<file path="config.mk">
export PLATFORM = sky130hd
export DESIGN_NAME = wildcard_star_pattern_matcher_top_flat
export DESIGN_NICKNAME = d
export VERILOG_FILES = /design/src/hdl/wsp_pkg.sv /design/src/hdl/wsp_in_if.sv /design/src/hdl/wsp_out_if.sv /design/src/hdl/wsp_cell.sv /design/src/hdl/wildcard_star_pattern_matcher_top.sv /design/src/flat_wrapper.sv
export SDC_FILE = /design/constraint.sdc
export NUM_CORES = 1
export LEC_CHECK = 0
export BUFFER_PORTS_ARGS = -buffer_cell sky130_fd_sc_hd__clkbuf_2
export CAP_MARGIN = 40
export CORE_MARGIN = 4
export CORE_UTILIZATION = 50
export DETAILED_ROUTE_END_ITERATION = 8
export PLACE_DENSITY = 0.69
export SLEW_MARGIN = 25
export SYNTH_ARGS = -nofsm -noshare
export SYNTH_HDL_FRONTEND = slang
export SYNTH_SLANG_ARGS = --single-unit
</file>
<file path="constraint.sdc">
create_clock -name clk -period 7.2 [get_ports clk]
set_input_delay 0.72 -clock clk [delete_from_list [all_inputs] [get_ports clk]]
set_output_delay 0.72 -clock clk [all_outputs]
set_load 0.03 [all_outputs]
</file>
<file path="src/hdl/wsp_pkg.sv">
package wsp_pkg;

  localparam int MAX_TOKENS = 16;
  localparam int IDX_W = (MAX_TOKENS > 1) ? $clog2(MAX_TOKENS) : 1;
  localparam int CNT_W = $clog2(MAX_TOKENS + 1);
  localparam int POS_N = MAX_TOKENS + 1;

  localparam logic [7:0] CHAR_STAR = 8'h2a;
  localparam logic [7:0] CHAR_DOT  = 8'h2e;
  localparam logic [7:0] CHAR_A    = 8'h61;
  localparam logic [7:0] CHAR_Z    = 8'h7a;

  typedef enum logic [1:0] {
    CMD_CLEAR   = 2'd0,
    CMD_APPEND  = 2'd1,
    CMD_SUBJECT = 2'd2,
    CMD_RESTART = 2'd3
  } cmd_t;

  typedef struct packed {
    logic       step;
    logic       wr;
    logic       set_star;
    logic       use_tok;
    logic [7:0] sym;
  } cell_cmd_t;

endpackage

</file>
<file path="src/hdl/wsp_in_if.sv">
interface wsp_in_if;
  logic       valid;
  logic       ready;
  logic [1:0] command;
  logic [7:0] symbol;

  modport source (output valid, output command, output symbol, input ready);
  modport sink (input valid, input command, input symbol, output ready);
endinterface

</file>
<file path="src/hdl/wsp_out_if.sv">
interface wsp_out_if;
  logic valid;
  logic ready;
  logic matched;
  logic status;

  modport source (output valid, output matched, output status, input ready);
  modport sink (input valid, input matched, input status, output ready);
endinterface

</file>
<file path="src/hdl/wsp_cell.sv">
module wsp_cell (
  input  logic               clk,
  input  logic               rst,
  input  logic               rst_act,
  input  logic               advance,
  input  wsp_pkg::cell_cmd_t cmd,
  input  logic               hop_in,
  input  logic               close_in,
  output logic               hop_out,
  output logic               close_out,
  output logic               act_next,
  output logic               star
);

  logic [7:0] chr;
  logic       act;
  logic       star_next;
  logic       hit;
  logic       self_loop;
  logic       raw;

  always_comb begin
    star_next = cmd.wr ? 1'b0 : (cmd.set_star ? 1'b1 : star);
    hit       = (chr == wsp_pkg::CHAR_DOT) || (chr == cmd.sym);
    self_loop = cmd.step & act & hit & star & cmd.use_tok;
    hop_out   = cmd.step & act & hit & ~star & cmd.use_tok;
    raw       = self_loop | hop_in;
    act_next  = raw | close_in;
    close_out = act_next & star_next & cmd.use_tok;
  end

  always_ff @(posedge clk) begin
    if (rst) begin
      act <= rst_act;
    end else if (advance) begin
      act <= act_next;
    end
  end

  always_ff @(posedge clk) begin
    if (advance) begin
      star <= star_next;
      if (cmd.wr) begin
        chr <= cmd.sym;
      end
    end
  end

endmodule

</file>
<file path="src/hdl/wildcard_star_pattern_matcher_top.sv">
// Whole-string pattern matcher: lowercase letters, '.' for any byte and '*' for
// zero or more of the preceding element, run as a row of NFA cells.
// Input channel in: command and symbol. Command clear empties the pattern,
// append adds one pattern character, subject feeds one subject byte and
// restart starts a new subject; clear and append restart the subject too.
// A bad '*', a foreign pattern character or more than 16 elements mark the
// pattern invalid until the next clear; an invalid pattern never matches.
// Output channel out: one transfer per input transfer, carrying matched (the
// subject so far fully matches) and status (1 when the pattern is invalid).
// Output valid rises in the cycle after the input transfer; one item is taken
// every cycle while the receiver keeps up: each cell compares its element in
// parallel; the epsilon closure ripples along the 16 cells in the same cycle.
// The output register holds its result while the receiver stalls; a new item
// is taken in the cycle the held result is transferred, so a stalled receiver
// stalls the input.
// Reset empties the pattern, clears the invalid flag and leaves only the
// start position active; no clearing pass is needed.
module wildcard_star_pattern_matcher_top (
  input  logic       clk,
  input  logic       rst,
  wsp_in_if.sink     in,
  wsp_out_if.source  out
);

  localparam int N = wsp_pkg::MAX_TOKENS;

  logic [wsp_pkg::CNT_W-1:0] count;
  logic [wsp_pkg::CNT_W-1:0] count_next;
  logic                      invalid;
  logic                      invalid_next;
  logic                      act_end_next;
  logic                      out_valid;
  logic                      matched_q;
  logic                      status_q;

  logic                      accept;
  wsp_pkg::cmd_t             cmd;
  logic                      step;
  logic                      is_star;
  logic                      is_tok;
  logic                      app_tok;
  logic                      app_star;
  logic                      full;
  logic [wsp_pkg::IDX_W-1:0] wr_idx;
  logic [wsp_pkg::IDX_W-1:0] last_idx;
  logic                      last_star;

  logic [N-1:0]              star_vec;
  logic [N-1:0]              hop;
  logic [N-1:0]              close_o;
  logic [N-1:0]              act_nx;
  logic [wsp_pkg::POS_N-1:0] act_all_next;
  logic                      matched_next;
  wsp_pkg::cell_cmd_t        cell_cmd [N];

  assign accept   = in.valid & in.ready;
  assign in.ready = ~out_valid | out.ready;
  assign cmd      = wsp_pkg::cmd_t'(in.command);
  assign step     = (cmd == wsp_pkg::CMD_SUBJECT);

  always_comb begin
    is_star   = (in.symbol == wsp_pkg::CHAR_STAR);
    is_tok    = ((in.symbol >= wsp_pkg::CHAR_A) && (in.symbol <= wsp_pkg::CHAR_Z)) ||
                (in.symbol == wsp_pkg::CHAR_DOT);
    full      = (count == wsp_pkg::CNT_W'(N));
    wr_idx    = count[wsp_pkg::IDX_W-1:0];
    last_idx  = wsp_pkg::IDX_W'(count - wsp_pkg::CNT_W'(1));
    last_star = star_vec[last_idx];
    app_tok   = 1'b0;
    app_star  = 1'b0;
    count_next   = count;
    invalid_next = invalid;
    unique case (cmd)
      wsp_pkg::CMD_CLEAR: begin
        count_next   = '0;
        invalid_next = 1'b0;
      end
      wsp_pkg::CMD_APPEND: begin
        if (!invalid) begin
          if (is_star) begin
            if ((count == '0) || last_star) begin
              invalid_next = 1'b1;
            end else begin
              app_star = 1'b1;
            end
          end else if (is_tok) begin
            if (full) begin
              invalid_next = 1'b1;
            end else begin
              app_tok    = 1'b1;
              count_next = count + wsp_pkg::CNT_W'(1);
            end
          end else begin
            invalid_next = 1'b1;
          end
        end
      end
      wsp_pkg::CMD_SUBJECT: begin
      end
      wsp_pkg::CMD_RESTART: begin
      end
      default: begin
      end
    endcase
  end

  for (genvar i = 0; i < N; i++) begin : g_cell
    always_comb begin
      cell_cmd[i].step     = step;
      cell_cmd[i].wr       = app_tok & (wr_idx == wsp_pkg::IDX_W'(i));
      cell_cmd[i].set_star = app_star & (last_idx == wsp_pkg::IDX_W'(i));
      cell_cmd[i].use_tok  = (count_next > wsp_pkg::CNT_W'(i));
      cell_cmd[i].sym      = in.symbol;
    end

    wsp_cell u_cell (
      .clk      (clk),
      .rst      (rst),
      .rst_act  ((i == 0) ? 1'b1 : 1'b0),
      .advance  (accept),
      .cmd      (cell_cmd[i]),
      .hop_in   ((i == 0) ? ~step : hop[(i == 0) ? 0 : i - 1]),
      .close_in ((i == 0) ? 1'b0 : close_o[(i == 0) ? 0 : i - 1]),
      .hop_out  (hop[i]),
      .close_out(close_o[i]),
      .act_next (act_nx[i]),
      .star     (star_vec[i])
    );
  end

  assign act_end_next = hop[N-1] | close_o[N-1];
  assign act_all_next = {act_end_next, act_nx};
  assign matched_next = ~invalid_next & act_all_next[count_next];

  always_ff @(posedge clk) begin
    if (rst) begin
      count     <= '0;
      invalid   <= 1'b0;
      out_valid <= 1'b0;
    end else begin
      if (accept) begin
        count     <= count_next;
        invalid   <= invalid_next;
        out_valid <= 1'b1;
      end else if (out.ready) begin
        out_valid <= 1'b0;
      end
    end
  end

  always_ff @(posedge clk) begin
    if (accept) begin
      matched_q <= matched_next;
      status_q  <= invalid_next;
    end
  end

  assign out.valid   = out_valid;
  assign out.matched = matched_q;
  assign out.status  = status_q;

endmodule

</file>
<file path="src/flat_wrapper.sv">
// flat-port wrapper written by rule: the top's interface ports become plain ports
module wildcard_star_pattern_matcher_top_flat 
  (clk, rst, in_valid, in_command, in_symbol, in_ready, out_valid, out_matched, out_status, out_ready);
  wsp_in_if in_i ();
  wsp_out_if out_i ();
  input  logic clk;
  input  logic rst;
  input wire logic [$bits(in_i.valid)-1:0] in_valid;
  input wire logic [$bits(in_i.command)-1:0] in_command;
  input wire logic [$bits(in_i.symbol)-1:0] in_symbol;
  output wire logic [$bits(in_i.ready)-1:0] in_ready;
  output wire logic [$bits(out_i.valid)-1:0] out_valid;
  output wire logic [$bits(out_i.matched)-1:0] out_matched;
  output wire logic [$bits(out_i.status)-1:0] out_status;
  input wire logic [$bits(out_i.ready)-1:0] out_ready;
  assign in_i.valid = in_valid;
  assign in_i.command = in_command;
  assign in_i.symbol = in_symbol;
  assign in_ready = in_i.ready;
  assign out_valid = out_i.valid;
  assign out_matched = out_i.matched;
  assign out_status = out_i.status;
  assign out_i.ready = out_ready;
  wildcard_star_pattern_matcher_top u_core (.clk(clk), .rst(rst), .in(in_i), .out(out_i));
endmodule
</file>
# Word level (Yosys, flattened, before mapping)
# Index checks and enable logic that the tools add are counted.
# totals
memories	0
latchBits	0
output_inout_bits	4
regBits	169
word_cells	454
mem_bits_ro	0
mem_bits_rw	0
# classes
n_eq_ne	67
bitwise_logic	214
magnitude_cmp	20
n_shift	0
mul	0
reduce_logical	40
n_addsub	2
mux	58
n_div	0
# op_table
cell	n
AND 1 bit	162
equality test 8 x 6 -> 1 bit (second input constant)	18
equality test 8 bit	16
equality test 4 bit (second input constant)	16
2-to-1 mux 1 bit	50
> comparator 5 x 4 -> 1 bit (second input constant)	8
bitwise OR 1 bit	33
equality test 4 x 3 -> 1 bit (second input constant)	8
AND reduction 2 bit	16
> comparator 5 x 3 -> 1 bit (second input constant)	4
2-to-1 mux 5 bit	4
inverter 1 bit	19
logical OR 1 bit	18
equality test 4 x 2 -> 1 bit (second input constant)	4
> comparator 5 x 1 -> 1 bit (second input constant)	2
> comparator 5 x 2 -> 1 bit (second input constant)	2
one-hot mux 5 bit (2 select lines)	1
equality test 4 x 1 -> 1 bit (second input constant)	2
>= comparator 8 x 7 -> 1 bit (second input constant)	1
less-or-equal comparator 8 x 7 -> 1 bit (second input constant)	1
logical NOT 4 bit	2
< comparator 5 x 6 -> 1 bit (second input constant)	1
adder 5 x 1 -> 5 bit (second input constant)	1
binary-select mux 1 bit (select 5 bit)	1
other kinds (11)	11

# Depth between registers and ports, before layout
# depth
word_depth	62
depth_mapped	18

# Cells and area by module
# A second synthesis with hierarchy kept.
# unflattened
cells_unflattened	856
hier_area_um2	9811.9
# modules_own_cells
mod	area_per_inst_um2	seq_area_each_um2	cells_each	instances
wsp_cell	520.5	300.3	41	16
wildcard_star_pattern_matcher_top	1483.9	200.2	200	1

# Worst setup path before layout
# Ideal clock, no wire load.
# synth_path
path_kind	register to register
from	register u_core.count[0] (netlist bit)
to	register u_core.g_cell[14].u_cell.act
required_ps	7109
slack_ps	2796
n_path_buf	1
synth_period_minus_slack_ps	4404
t_arrival_ps	4313
stages_incl_launch_ff	17
cell_sequence	dfxtp_1 > buf_2 > inv_1 > ha_1 > mux4_2 > a32oi_1 > nand4b_2 > nand2b_4 > o22ai_1 > a21oi_1 > o21ai_1 > a41o_2 > a211oi_4 > o41ai_4 > a31oi_2 > or3_1 > a311oi_1
# synth_between
elab_chain_cells	53
word_cells_on_any_way	206
cone_classes	add/sub (2); order compare (15); eq/ne (27); mux (44); bitwise (114); reduce/logical (4)
# synth_lines
item	line	rtl
from (decl)	wildcard_star_pattern_matcher_top.sv:27	logic [wsp_pkg::CNT_W-1:0] count;
from (signal assigned)	wildcard_star_pattern_matcher_top.sv:142	count <= count_next;
subtractor 4 x 1 -> 4 bit	wildcard_star_pattern_matcher_top.sv:67	last_idx = wsp_pkg::IDX_W'(count - wsp_pkg::CNT_W'(1));
binary-select mux 1 bit (select 4 bit)	wildcard_star_pattern_matcher_top.sv:68	last_star = star_vec[last_idx];
2-to-1 mux 1 bit (implied by the code)	wildcard_star_pattern_matcher_top.sv:68	
logical OR 1 bit	wildcard_star_pattern_matcher_top.sv:81	if ((count == '0) || last_star) begin
2-to-1 mux 1 bit	wildcard_star_pattern_matcher_top.sv:81	
2-to-1 mux 1 bit	wildcard_star_pattern_matcher_top.sv:80	if (is_star) begin
2-to-1 mux 1 bit	wildcard_star_pattern_matcher_top.sv:79	if (!invalid) begin
2-to-1 mux 1 bit	wildcard_star_pattern_matcher_top.sv:73	unique case (cmd)
(+33 left out)	--	
AND 1 bit (2 in series)	wsp_cell.sv:29	close_out = act_next & star_next & cmd.use_tok;
bitwise OR 1 bit	wsp_cell.sv:28	act_next = raw | close_in;
AND 1 bit (2 in series)	wsp_cell.sv:29	
bitwise OR 1 bit	wsp_cell.sv:28	
AND 1 bit (2 in series)	wsp_cell.sv:29	
bitwise OR 1 bit	wsp_cell.sv:28	
AND 1 bit (2 in series)	wsp_cell.sv:29	
bitwise OR 1 bit *	wsp_cell.sv:28	
to (signal assigned)	wsp_cell.sv:34	act <= rst_act;
to (signal assigned)	wsp_cell.sv:36	act <= act_next;
to (decl)	wsp_cell.sv:16	logic act;
# Every way passes the cells marked *; elsewhere a longest branch is shown, timed or not. The select of a mux whose other input is x is not followed.
# A chain may end at the register's enable or synchronous reset.

# Worst setup path in the final report
# layout_path
from	register u_core.count[0] (netlist bit)
to	register u_core.g_cell[14].u_cell.act
# layout_between
word_cells_on_any_way	206
cone_classes	add/sub (2); order compare (15); eq/ne (27); mux (44); bitwise (114); reduce/logical (4)
# layout_lines
item	line	rtl
subtractor 4 x 1 -> 4 bit	wildcard_star_pattern_matcher_top.sv:67	
binary-select mux 1 bit (select 4 bit)	wildcard_star_pattern_matcher_top.sv:68	
2-to-1 mux 1 bit (implied by the code)	wildcard_star_pattern_matcher_top.sv:68	
logical OR 1 bit	wildcard_star_pattern_matcher_top.sv:81	
2-to-1 mux 1 bit	wildcard_star_pattern_matcher_top.sv:81	
2-to-1 mux 1 bit	wildcard_star_pattern_matcher_top.sv:80	
2-to-1 mux 1 bit	wildcard_star_pattern_matcher_top.sv:79	
2-to-1 mux 1 bit	wildcard_star_pattern_matcher_top.sv:73	
(+3 left out)	--	
via u_core.g_cell[2].u_cell.star_next	wsp_cell.sv:17	logic star_next;
(+24 left out)	--	
AND 1 bit * (2 in series)	wsp_cell.sv:29	
bitwise OR 1 bit *	wsp_cell.sv:28	
AND 1 bit * (2 in series)	wsp_cell.sv:29	
bitwise OR 1 bit *	wsp_cell.sv:28	
AND 1 bit * (2 in series)	wsp_cell.sv:29	
bitwise OR 1 bit *	wsp_cell.sv:28	
AND 1 bit * (2 in series)	wsp_cell.sv:29	
bitwise OR 1 bit *	wsp_cell.sv:28	
# The timed path passes the listed nets; every way through them passes the cells marked *. The select of a mux whose other input is x is not followed.

==> Flow_metrics.wiki <==
{| class="wikitable"
! Metric !! Value
|-
| Detailed Route Iter0 Violations || 723
|-
| Worst hold path depth || 2
|-
| Endpoint kind of the worst setup timing path || register
|-
| Register bit total from synthesis || 169
|-
| DIE HEIGHT || 143 µm
|-
| Post-CTS sizing || 0
|-
| Net Sw Power || between 0.0005 and 0.0006 W
|-
| Part of the total power dissipated in the clock network || 0.397
|-
| Routability-driven placement congestion ratio || 0.986
|-
| Vias in the first global route || 6538
|-
| Count of port buffers added during placement || 17
|-
| Fraction of final layout cells with drive strength greater than 1 || 0.109
|-
| Worst hold path class || register to register
|-
| Async set-reset flop share out of synthesis || 0
|-
| # IOs || 18
|-
| Mapped Cells || 811
|-
| Total Negative Setup Slacks || 0 ns
|-
| Period utilization || 0.726
|-
| Time the final worst path needs with I/O delays and setup || 5.23 ns
|-
| Number of buffers added for setup after CTS || 0
|-
| Mapped Area || 9080 µm²
|-
| Worst setup slack for register-to-register paths || 1.97 ns
|-
| Worst reg-to-reg path cell count || 15
|-
| Kind of start point of the critical path || register
|-
| Critical path data arrival time || between 5 and 6 ns
|-
| Clock sinks || 169
|-
| Wire length per cell after detailed routing || 21.5 µm
|-
| Run status || finished clean
|-
| Clock tree from TritonCTS || built
|-
| Number of flops mapped to enable cells by yosys || roughly 150
|-
| Worst Hold End || u_core.g_cell[8].u_cell.act$_SDFFE_PP0P_
|-
| Detail Placement HPWL || 15.8 mm
|-
| Switching fraction of total power || 0.246
|-
| Multi-input logic area || 3980 µm²
|-
| Critical path start-end classification || register to register
|-
| Sequential share of the synthesized area || 0.534
|-
| Internal Power || 0.00167 W
|-
| Max-cap violations || 0
|-
| Capture instance of the worst register-to-register path || u_core.g_cell[14].u_cell.act$_SDFFE_PP0P_
|-
| Die footprint || 20400 µm²
|-
| Logic gate share of total power || 0.107
|-
| Synthesized Nets || 830
|-
| Sequential power share || 0.496
|-
| Insertion delay of the later-clocked pin in the worst-skew pair || 0.42 ns
|-
| Syn avg cell area || 11.2 µm²
|-
| Global-route usage over all layers || 0.229
|-
| Filler instances || 1533
|-
| Placeable core area || roughly 18000 µm²
|-
| Number of antenna-violating nets in the routed design || 0
|-
| Power per cell area || around 220 nW/µm²
|-
| Worst r2r src || u_core.count[0]$_SDFFE_PP0P_
|-
| Count of TritonRoute iterations in the first routing pass || 5
|-
| Number of synthesis warnings || 0
|-
| Post-route DRC || 0
|-
| Buffer type at the clock tree root || sky130_fd_sc_hd__clkbuf_16
|-
| Initial Util || 0.507
|-
| Relative slew margins || 0.497
|-
| Post-route cell area || 9950 µm²
|-
| Total via count after detailed routing || 6750
|-
| Register cell area after layout || between 4000 and 5000 µm²
|-
| Number of pins with negative max-slew slack in the final report || 0
|-
| Flip-flop cell with the highest count after synthesis || sky130_fd_sc_hd__edfxtp_1
|-
| Wire length of the first global-routing pass || approximately 36 mm
|-
| Distinct cell type count after synthesis || 76
|-
| Max rail drop VDD || 0.000212 V
|-
| Clock slew at the register clock pins of the worst setup and hold paths || approximately 0.070 ns
|-
| Aggregate routed wire length || 22.8 mm
|-
| RSZ-0062 raised after global routing || no
|-
| WP data required || 7.52 ns
|-
| Post-layout nets || 841
|-
| Synthesis-to-layout area growth || 9.63%
|-
| Num CTS Buffers || 17
|-
| DIE WIDTH || 143 µm
|-
| Setup violators final || 0
|-
| Hold violation count in the final report || 0
|-
| Launch point of the worst hold path || u_core.g_cell[8].u_cell.act$_SDFFE_PP0P_
|-
| Largest fanout on the critical path || 16
|-
| Worst-Margin Slew || 0.755 ns
|-
| H-tree depth || 4
|-
| Most used cells in the layout excluding fill and tap cells || sky130_fd_sc_hd__edfxtp_1, sky130_fd_sc_hd__xnor2_1, sky130_fd_sc_hd__nor2_1
|-
| Antenna cells || 0
|-
| Total gr overflow || 0
|-
| Most common cell after layout, fill and taps aside || sky130_fd_sc_hd__edfxtp_1
|-
| Leakage || 3.09 nW
|-
| CTS Hold Buffers Added || 0
|-
| Drt via density || 6.35
|-
| Final worst clock skew || around 0.010 ns
|-
| Number of antenna violations at the first check in global routing || 0
|-
| Area after detailed placement || between 9000 and 10000 µm²
|-
| Maximum clock frequency || roughly 0.19 GHz
|-
| Worst-case clock buffer depth || 2
|-
| Maximum number of pins on one net before global-route repair || 36
|-
| Row cnt || just under 50
|}
[cells by family after synthesis]
| logic type | count (synthesis) | share of synthesized area |
|---|---|---|
| fa+ha+maj | 5 | 0.00689 |
| xor+xnor | 128 | 0.124 |
| flops | 169 | 0.534 |
| buf+inv | 65 | 0.0291 |
| compound gates | 156 | 0.122 |
| mux | 5 | 0.0116 |
| simple gates | 283 | 0.173 |
[metal layers]
metal,track usage,share of wire,vias to the layer above
li1,-,-,3075
met1,0.322,0.43,3317
met2,0.359,0.47,309
met3,0.0422,0.071,49
met4,0.0785,0.025,0
met5,0,0,-
[layout make-up]
cell class	count	share of cell area
multi-input combinational	577	0.399
clock inverter	11	0.0122
timing repair buffer	31	0.0191
sequential	169	0.487
inverter	26	0.00981
tap	229	0.0288
clock buffer	20	0.0439
[worst max path at each step]
stage / endpoint / cells after the start / start
final: u_core.g_cell[14].u_cell.act$_SDFFE_PP0P_ / 15 / u_core.count[0]$_SDFFE_PP0P_
after global routing: u_core.out.matched$_DFFE_PP_ / 16 / u_core.count[0]$_SDFFE_PP0P_
after CTS: u_core.g_cell[14].u_cell.act$_SDFFE_PP0P_ / 15 / u_core.count[0]$_SDFFE_PP0P_
after detailed placement: u_core.out.matched$_DFFE_PP_ / 16 / in_symbol[4]
after global placement: u_core.out.matched$_DFFE_PP_ / 16 / in_symbol[4]
after floorplan: u_core.g_cell[14].u_cell.act$_SDFFE_PP0P_ / 16 / u_core.count[0]$_SDFFE_PP0P_
[registers in the layout, indices dropped and copies added (netlist names)]
register                   cells
u_core.count                   5
u_core.g_cell.u_cell.act      16
u_core.g_cell.u_cell.chr     128
u_core.g_cell.u_cell.star     16
u_core.invalid                 1
u_core.out.matched             1
u_core.out.status              1
u_core.out.valid               1
[power by group through the flow]
stage          Sequential, W  Clock (W)  Combinational, W
3_3_place_gp         0.00112          0          0.000228
6_report             0.00110   0.000878          0.000237
3_5_place_dp         0.00112          0          0.000232
5_1_grt              0.00110   0.000939          0.000255
4_1_cts              0.00110   0.000892          0.000233
2_1_floorplan        0.00111          0          0.000162
[metrics by stage]
stage	hold slack, ns	setup slack [ns]	power [W]	util	instances
after floorplan	0.432	2.80	0.00127	-	811
after detailed placement	0.451	1.90	0.00135	0.525	1032
after global placement	0.441	1.93	0.00135	0.525	1032
after CTS	0.460	2.07	0.00222	0.556	1063
final	0.460	1.97	0.00221	0.556	1063
after global routing	0.494	1.52	0.00229	0.556	1063
[Yosys cell counts, types with 4 or more instances]
| cell type | instances | area share |
|---|---|---|
| sky130_fd_sc_hd__buf_1 | 8 | 0.0033 |
| sky130_fd_sc_hd__nand4b_1 | 11 | 0.011 |
| sky130_fd_sc_hd__o22ai_1 | 12 | 0.0083 |
| sky130_fd_sc_hd__o211ai_1 | 4 | 0.0033 |
| sky130_fd_sc_hd__nand3_1 | 20 | 0.011 |
| sky130_fd_sc_hd__a311oi_1 | 5 | 0.0048 |
| sky130_fd_sc_hd__or3_1 | 6 | 0.0041 |
| sky130_fd_sc_hd__nand2_1 | 40 | 0.017 |
| sky130_fd_sc_hd__buf_2 | 10 | 0.0055 |
| sky130_fd_sc_hd__clkbuf_1 | 19 | 0.0079 |
| sky130_fd_sc_hd__ha_1 | 5 | 0.0069 |
| sky130_fd_sc_hd__inv_1 | 26 | 0.011 |
| sky130_fd_sc_hd__or4b_2 | 11 | 0.012 |
| sky130_fd_sc_hd__and3_1 | 6 | 0.0041 |
| sky130_fd_sc_hd__and2_1 | 12 | 0.0083 |
| sky130_fd_sc_hd__nand2b_1 | 8 | 0.0055 |
| sky130_fd_sc_hd__o21ai_0 | 25 | 0.014 |
| sky130_fd_sc_hd__a21oi_1 | 46 | 0.025 |
| sky130_fd_sc_hd__xnor2_1 | 128 | 0.12 |
| sky130_fd_sc_hd__nor4_1 | 4 | 0.0028 |
| sky130_fd_sc_hd__edfxtp_1 | 146 | 0.48 |
| sky130_fd_sc_hd__nor3_1 | 12 | 0.0066 |
| sky130_fd_sc_hd__dfxtp_1 | 23 | 0.051 |
| sky130_fd_sc_hd__nor2b_1 | 11 | 0.0076 |
| sky130_fd_sc_hd__a211oi_1 | 12 | 0.0099 |
| sky130_fd_sc_hd__nor2_1 | 78 | 0.032 |
| sky130_fd_sc_hd__nor4b_1 | 7 | 0.0068 |
| sky130_fd_sc_hd__nand4_1 | 43 | 0.030 |
[worst max-delay path, cell delays in order, from the launching register on]
cell and delay [ns]:
sky130_fd_sc_hd__dfxtp_1 0.70, sky130_fd_sc_hd__inv_1 0.23, sky130_fd_sc_hd__ha_1 0.46, sky130_fd_sc_hd__mux4_2 0.55
sky130_fd_sc_hd__a32oi_1 0.24, sky130_fd_sc_hd__nand4b_2 0.23, sky130_fd_sc_hd__nand3b_1 0.23, sky130_fd_sc_hd__a22oi_1 0.31
sky130_fd_sc_hd__nand3_1 0.19, sky130_fd_sc_hd__o21ai_1 0.23, sky130_fd_sc_hd__a41o_2 0.28, sky130_fd_sc_hd__a211oi_4 0.09
sky130_fd_sc_hd__o41ai_4 0.50, sky130_fd_sc_hd__a31oi_2 0.23, sky130_fd_sc_hd__or3_1 0.40, sky130_fd_sc_hd__a311oi_1 0.26
Power figures use the tool's default switching activity.
